$ cat config.mk
export PLATFORM = sky130hd
export DESIGN_NAME = tvm_trit_alu
export DESIGN_NICKNAME = d
export VERILOG_FILES = /design/src/rtl/core/tvm_pkg.sv /design/src/rtl/core/tvm_trit_alu.sv
export SDC_FILE = /design/constraint.sdc
export NUM_CORES = 1
export LEC_CHECK = 0
export BUFFER_PORTS_ARGS = -buffer_cell sky130_fd_sc_hd__buf_4
export CORE_MARGIN = 3
export CORE_UTILIZATION = 40
export DETAILED_ROUTE_END_ITERATION = 8
export HOLD_SLACK_MARGIN = 0.15
export MAX_ROUTING_LAYER = met4
export PLACE_DENSITY = 0.61
export SLEW_MARGIN = 20
export SYNTH_ARGS = -nofsm -noshare
export SYNTH_HDL_FRONTEND = slang
export SYNTH_SLANG_ARGS = --single-unit
$ cat constraint.sdc
create_clock -name clock -period 9.7 [get_ports clock]
set_clock_uncertainty 0.2 [all_clocks]
set_input_delay 0.97 -clock clock [delete_from_list [all_inputs] [get_ports clock]]
set_output_delay 0.97 -clock clock [all_outputs]
set_load 0.02 [all_outputs]
$ cat src/rtl/core/tvm_pkg.sv
`timescale 1ns / 1ps
package tvm_pkg;

   localparam int unsigned MEM_WORDS = 59049;
   localparam int unsigned WORD_W   = 16;
   localparam int unsigned ADDR_W   = 16;
   localparam int unsigned TRITS    = 10;
   localparam logic [15:0] TRIT_TOP = 16'd19683;
   localparam logic [6:0]  OP_JMP   = 7'd4;
   localparam logic [6:0]  OP_OUT   = 7'd5;
   localparam logic [6:0]  OP_IN    = 7'd23;
   localparam logic [6:0]  OP_ROT   = 7'd39;
   localparam logic [6:0]  OP_MOVD  = 7'd40;
   localparam logic [6:0]  OP_CRZ   = 7'd62;
   localparam logic [6:0]  OP_HLT   = 7'd81;

   localparam logic [1:0] REQ_LOAD    = 2'd0;
   localparam logic [1:0] REQ_EXEC    = 2'd1;
   localparam logic [1:0] REQ_RESTART = 2'd2;

   localparam logic [2:0] ST_OK      = 3'd0;
   localparam logic [2:0] ST_OUTPUT  = 3'd1;
   localparam logic [2:0] ST_HALTED  = 3'd2;
   localparam logic [2:0] ST_INVALID = 3'd3;
   localparam logic [2:0] ST_LIMIT   = 3'd4;
   localparam logic [2:0] ST_IGNORED = 3'd5;

   typedef struct packed {
      logic [1:0]  req_type;
      logic [15:0] addr;
      logic [15:0] word;
      logic [15:0] in_value;
   } req_type_type;

   typedef struct packed {
      logic [2:0] status;
      logic [7:0] out_byte;
      logic       input_taken;
   } rsp_type;

   // reduce a 16-bit value modulo the memory size (value < 2*MEM_WORDS)
   function automatic logic [15:0] mod_mem(input logic [15:0] v);
      logic [16:0] d;
      d = {1'b0, v} - 17'(MEM_WORDS);
      mod_mem = d[16] ? v : d[15:0];
   endfunction

   function automatic logic [6:0] xlat(input logic [6:0] i);
      logic [6:0] r;
      case (i)
         7'd0: r = 7'd53;  7'd1: r = 7'd122; 7'd2: r = 7'd93;  7'd3: r = 7'd38;
         7'd4: r = 7'd103; 7'd5: r = 7'd113; 7'd6: r = 7'd116; 7'd7: r = 7'd121;
         7'd8: r = 7'd102; 7'd9: r = 7'd114; 7'd10: r = 7'd36; 7'd11: r = 7'd40;
         7'd12: r = 7'd119; 7'd13: r = 7'd101; 7'd14: r = 7'd52; 7'd15: r = 7'd123;
         7'd16: r = 7'd87; 7'd17: r = 7'd80; 7'd18: r = 7'd41; 7'd19: r = 7'd72;
         7'd20: r = 7'd45; 7'd21: r = 7'd90; 7'd22: r = 7'd110; 7'd23: r = 7'd44;
         7'd24: r = 7'd91; 7'd25: r = 7'd37; 7'd26: r = 7'd92; 7'd27: r = 7'd51;
         7'd28: r = 7'd100; 7'd29: r = 7'd76; 7'd30: r = 7'd43; 7'd31: r = 7'd81;
         7'd32: r = 7'd59; 7'd33: r = 7'd62; 7'd34: r = 7'd85; 7'd35: r = 7'd33;
         7'd36: r = 7'd112; 7'd37: r = 7'd74; 7'd38: r = 7'd83; 7'd39: r = 7'd55;
         7'd40: r = 7'd50; 7'd41: r = 7'd70; 7'd42: r = 7'd104; 7'd43: r = 7'd79;
         7'd44: r = 7'd65; 7'd45: r = 7'd49; 7'd46: r = 7'd67; 7'd47: r = 7'd66;
         7'd48: r = 7'd54; 7'd49: r = 7'd118; 7'd50: r = 7'd94; 7'd51: r = 7'd61;
         7'd52: r = 7'd73; 7'd53: r = 7'd95; 7'd54: r = 7'd48; 7'd55: r = 7'd47;
         7'd56: r = 7'd56; 7'd57: r = 7'd124; 7'd58: r = 7'd106; 7'd59: r = 7'd115;
         7'd60: r = 7'd98; 7'd61: r = 7'd57; 7'd62: r = 7'd109; 7'd63: r = 7'd60;
         7'd64: r = 7'd46; 7'd65: r = 7'd84; 7'd66: r = 7'd86; 7'd67: r = 7'd97;
         7'd68: r = 7'd99; 7'd69: r = 7'd96; 7'd70: r = 7'd117; 7'd71: r = 7'd89;
         7'd72: r = 7'd42; 7'd73: r = 7'd77; 7'd74: r = 7'd75; 7'd75: r = 7'd39;
         7'd76: r = 7'd88; 7'd77: r = 7'd126; 7'd78: r = 7'd120; 7'd79: r = 7'd68;
         7'd80: r = 7'd108; 7'd81: r = 7'd125; 7'd82: r = 7'd82; 7'd83: r = 7'd69;
         7'd84: r = 7'd111; 7'd85: r = 7'd107; 7'd86: r = 7'd78; 7'd87: r = 7'd58;
         7'd88: r = 7'd35; 7'd89: r = 7'd63; 7'd90: r = 7'd71; 7'd91: r = 7'd34;
         7'd92: r = 7'd105; 7'd93: r = 7'd64;
         default: r = 7'd0;
      endcase
      xlat = r;
   endfunction

endpackage

$ cat src/rtl/core/tvm_trit_alu.sv
`timescale 1ns / 1ps
module tvm_trit_alu (
   input  logic        clock,
   input  logic        reset,
   input  logic        start,
   input  logic        sel_crz,
   input  logic [15:0] acc,
   input  logic [15:0] dval,
   output logic        done,
   output logic [15:0] result
);

   logic [15:0] a_ff, a_in, d_ff, d_in, r_ff, r_in, p_ff, p_in, res_ff, res_in;
   logic [3:0]  cnt_ff, cnt_in;
   logic        run_ff, run_in, done_ff, done_in;

   // divide by three through the reciprocal 43691 / 2^17
   function automatic logic [15:0] div3(input logic [15:0] x);
      logic [31:0] prod;
      prod = 32'(x) * 32'd43691;
      div3 = {1'b0, prod[31:17]};
   endfunction

   function automatic logic [1:0] rem3(input logic [15:0] x, input logic [15:0] q);
      logic [15:0] t;
      t = x - {q[14:0], 1'b0} - q;
      rem3 = t[1:0];
   endfunction

   assign done   = done_ff;
   assign result = res_ff;

   // crazy op one trit per cycle; rotate right by one trit is computed combinationally and registered on start
   always_comb begin
      logic [15:0] qa, qd, qr, cterm, rot;
      logic [1:0]  ta, td, tr, c;
      logic [16:0] sum;
      qa = div3(a_ff);
      ta = rem3(a_ff, qa);
      qd = div3(d_ff);
      td = rem3(d_ff, qd);
      case ({td, ta})
         4'b0000: c = 2'd1; 4'b0001: c = 2'd0; 4'b0010: c = 2'd0;
         4'b0100: c = 2'd1; 4'b0101: c = 2'd0; 4'b0110: c = 2'd2;
         4'b1000: c = 2'd2; 4'b1001: c = 2'd2; 4'b1010: c = 2'd1;
         default: c = 2'd0;
      endcase
      cterm = (c == 2'd2) ? {p_ff[14:0], 1'b0} : ((c == 2'd1) ? p_ff : 16'd0);
      qr  = div3(dval);
      tr  = rem3(dval, qr);
      sum = {1'b0, qr} + ((tr == 2'd2) ? {tvm_pkg::TRIT_TOP, 1'b0}
                                       : ((tr == 2'd1) ? {1'b0, tvm_pkg::TRIT_TOP} : 17'd0));
      rot = (sum >= 17'(tvm_pkg::MEM_WORDS)) ? 16'(sum - 17'(tvm_pkg::MEM_WORDS))
                                             : sum[15:0];
      a_in    = a_ff;
      d_in    = d_ff;
      r_in    = r_ff;
      p_in    = p_ff;
      cnt_in  = cnt_ff;
      run_in  = run_ff;
      res_in  = res_ff;
      done_in = 1'b0;
      if (start) begin
         if (sel_crz) begin
            a_in   = acc;
            d_in   = dval;
            r_in   = '0;
            p_in   = 16'd1;
            cnt_in = '0;
            run_in = 1'b1;
         end else begin
            res_in  = rot;
            done_in = 1'b1;
         end
      end else if (run_ff) begin
         a_in   = qa;
         d_in   = qd;
         r_in   = r_ff + cterm;
         p_in   = p_ff + {p_ff[14:0], 1'b0};
         cnt_in = cnt_ff + 4'd1;
         if (cnt_ff == 4'(tvm_pkg::TRITS - 1)) begin
            run_in  = 1'b0;
            done_in = 1'b1;
            res_in  = tvm_pkg::mod_mem(r_ff + cterm);
         end
      end
   end

   // hold operands and advance the trit loop
   always_ff @(posedge clock) begin
      a_ff   <= a_in;
      d_ff   <= d_in;
      r_ff   <= r_in;
      p_ff   <= p_in;
      cnt_ff <= cnt_in;
      res_ff <= res_in;
      if (reset) begin
         run_ff  <= 1'b0;
         done_ff <= 1'b0;
      end else begin
         run_ff  <= run_in;
         done_ff <= done_in;
      end
   end

endmodule

==> out/results.md <==
• Overall Global Routing Usage: 20.1%
• post-route ant nets: 0
• proportion of layout cells with a drive suffix above 1: 20.7%
• top_reg_cell synth: edfxtp_1
• post-detailed-placement cell area: 0.0231 mm^2
• Startpoint Class: flip-flop
• post-route non-filler standard cell count: 3069
• Final Wtd Congestion: 0.971
• most frequent cell on the critical path: inv_1
• Inserted Clock Buffers: 9
• setup slack of the most critical reg-to-reg path: -0.15 ns
• status: finished with violations
• EDFF count, synth: 83
• Sinks on Clock Net: 85
• drt via density: 5.00
• logic depth of the worst path, buffers included: 42
• MaxCap Viol Count: 0
• number of vias after detailed routing: 15300
• class of the most critical setup path: reg2reg
• initial detailed-routing violation count: 621
• biggest area contributors in the synthesized netlist: ha_1, fa_1, edfxtp_1
• max-slew headroom at the worst pin: 34.4%
• Worst Hold Path Cells: 2
• sequential cell area fraction in the yosys report: 12.7%
• Nets: 3114
• placeable core area: 0.0492 mm^2
• final core area utilization: 49.7%
• vias in the first global route: 16600
• Layout area overhead: 22.5%
• chip width: 229 um
• synth unique cells: 83
• drt pass-1 iters: 5
• number of top-level pins: 53
• WP data arrival: 9.73 ns
• global-route wire length before repair: 83100 um
• largest incremental delay on the critical path: 0.53 ns
• post-synth design cell area: 0.0200 mm^2
• WL per Instance: 16.4 um
• family of cells with the greatest summed delay on the critical path: adder cells
• clock latency at the later pin of the worst-skew pair: 0.36 ns
• unrepaired setup endpoints after global routing: yes
• number of buffer cells added on primary ports: 52
• row cnt: 81
• Worst-path clk slew: 0.07 ns
• largest area contributor in the netlist: ha_1
• grt total ovfl: 0
• flip-flop and latch count after synthesis: 85
• # hold bufs at CTS: 0
• final hold violation count: 0
• post-synthesis async set-or-reset flop share: 0%
• Yosys top cell area share: 27.1%
• endpoint type of the worst setup path: flip-flop
• Gate Count Post-Synth: 2076
• total of endpoints with negative setup slack in the final report: 11
• maximum number of pins on one net before global-route repair: 82
• Post-Syn Nets: 2790
• die outline height: 229 um
• worst slack at placement: -0.814 ns
• type of the most critical hold path: reg2reg
• pins over their slew limit: 0
• number of H-tree levels: 3
• time the final worst path needs with I/O delays and setup: 9.85 ns
• number of antenna violations at the first check in global routing: 0
• Synthesis Warnings: 0
• Worst Path Buf+Inv: 8
• number of placed instances with taps included: 3015
• largest fanout on the critical path: 5
• buffer cell driving the clock tree root: clkbuf_16
• violated checks: negative setup slack
• wire length after detailed routing: 50300 um
• cell type of the slowest stage on the worst timing path: fa_1
• deepest clock path buffer count: 2
• HPWL reported at the end of detailed placement: 43200 um
• Fillers: 4514
• area enclosed by the die boundary: 0.0526 mm^2
• starting utilization of the core area: 40.6%
• transition time at the pin with the least slew margin: 0.984 ns
• final antenna diode count: 0
• setup ws final: -0.152 ns
• Critical Path RT: 9.58 ns
• average cell area after synthesis: 9.61 um^2
• upper clock frequency limit: 0.101 GHz
• final design instance area without fill: 0.0244 mm^2
• TritonCTS clock tree: done
• count of cells along the worst register-to-register path: 42
• final critical-path share of the clock period: 102%
• drt drc: 0
[cell usage after synthesis (5+ instances only)]
cell and count:
a211o_1 6, a211oi_1 6, a21boi_0 7, a21o_1 33, a21oi_1 66, a22o_1 14
a31oi_1 8, and2_1 16, and3_1 12, clkbuf_1 20, edfxtp_1 83, fa_1 246
ha_1 432, inv_1 485, mux2_2 6, mux2i_1 16, nand2_1 84, nand2b_1 9
nand3_1 27, nand4_1 5, nor2_1 94, nor2b_1 22, nor3_1 39, nor3b_1 5
nor4_1 8, o211ai_1 9, o21a_1 24, o21ai_0 74, o21ai_1 9, o21bai_1 5
o31ai_1 7, or3_1 11, xnor2_1 58, xor2_1 45
[metal layers]
layer / up-vias / GRT usage, % / part of all wire (%)
met5: - / - / 0
met4: 0 / 3.69 / 1.3
met3: 44 / 1.57 / 2.5
met2: 201 / 35.6 / 51
met1: 7551 / 25.3 / 45
li1: 7543 / - / -
[sequential cells by signal, indices dropped and copies added, names as in the netlist]
signal  count
d_ff       16
done        1
r_ff       16
result     16
cnt_ff      4
a_ff       16
run_ff      1
p_ff       15
[tightest hold or removal path: cells and delay by family, from the launching register on]
family	cells	cell delay, ns
flops	1	0.31
compound gates	2	0.13
[final cells by class]
type / instances / area (um^2) / share of cell area, %
clock buffer: 10 / 229 / 0.937
clock inverter: 6 / 119 / 0.486
multi-input combinational: 1480 / 16300 / 66.8
tap: 664 / 831 / 3.40
inverter: 485 / 1820 / 7.45
sequential: 85 / 2530 / 10.4
timing repair buffer: 339 / 2590 / 10.6
[metrics by stage]
stage	hold WS, ns	setup TNS (ns)
global route	0.316	-7.29
CTS	0.283	-1.10
global placement	0.260	-4.22
floorplan	0.248	-0.0414
finish	0.282	-0.933
detailed placement	0.270	-9.81
[cells by family (layout without fill, tap and decap cells)]
family          Yosys count  count (layout)  synth area share, %
simple gates            352             352                 8.68
xor+xnor                106             106                 4.86
mux                      23              23                 1.20
compound gates          321             321                 11.1
buf+inv                 511             840                 9.75
flops                    85              85                 12.7
fa+ha+maj               678             678                 51.8
[worst paths after layout]
| check | startpoint | to |
|---|---|---|
| max | a_ff[5]$_DFFE_PP_ | result[6]$_DFFE_PP_ |
| min | run_ff$_SDFFE_PP0P_ | run_ff$_SDFFE_PP0P_ |
| max reg2reg | a_ff[5]$_DFFE_PP_ | result[6]$_DFFE_PP_ |
| min reg2reg | run_ff$_SDFFE_PP0P_ | run_ff$_SDFFE_PP0P_ |
[cells in the final DEF, fill, tap and decap left out, types with 11 or more instances in the layout]
cell type / instances
xor2_1: 42
a21oi_1: 57
ha_4: 20
a22o_1: 14
o21ai_0: 63
mux2i_1: 11
and3_1: 12
buf_4: 329
nor2b_1: 21
nand2_1: 80
nor3_1: 34
edfxtp_1: 83
o21ai_1: 12
fa_1: 243
a21o_1: 32
ha_1: 408
o21a_1: 24
nor2_1: 86
xnor2_1: 50
and2_1: 16
nand3_1: 27
inv_1: 479
[repair_timing]
item	4_1_cts	5_1_grt
gates resized for setup	66	76
pin swaps	43	46
setup buffers	20	20
hold endpoints to repair	0	0
setup endpoints to repair	17	17
Power is left out: the tool's default activity adds up to more than one toggle a clock period on the data nets, which glitch-free logic cannot reach.
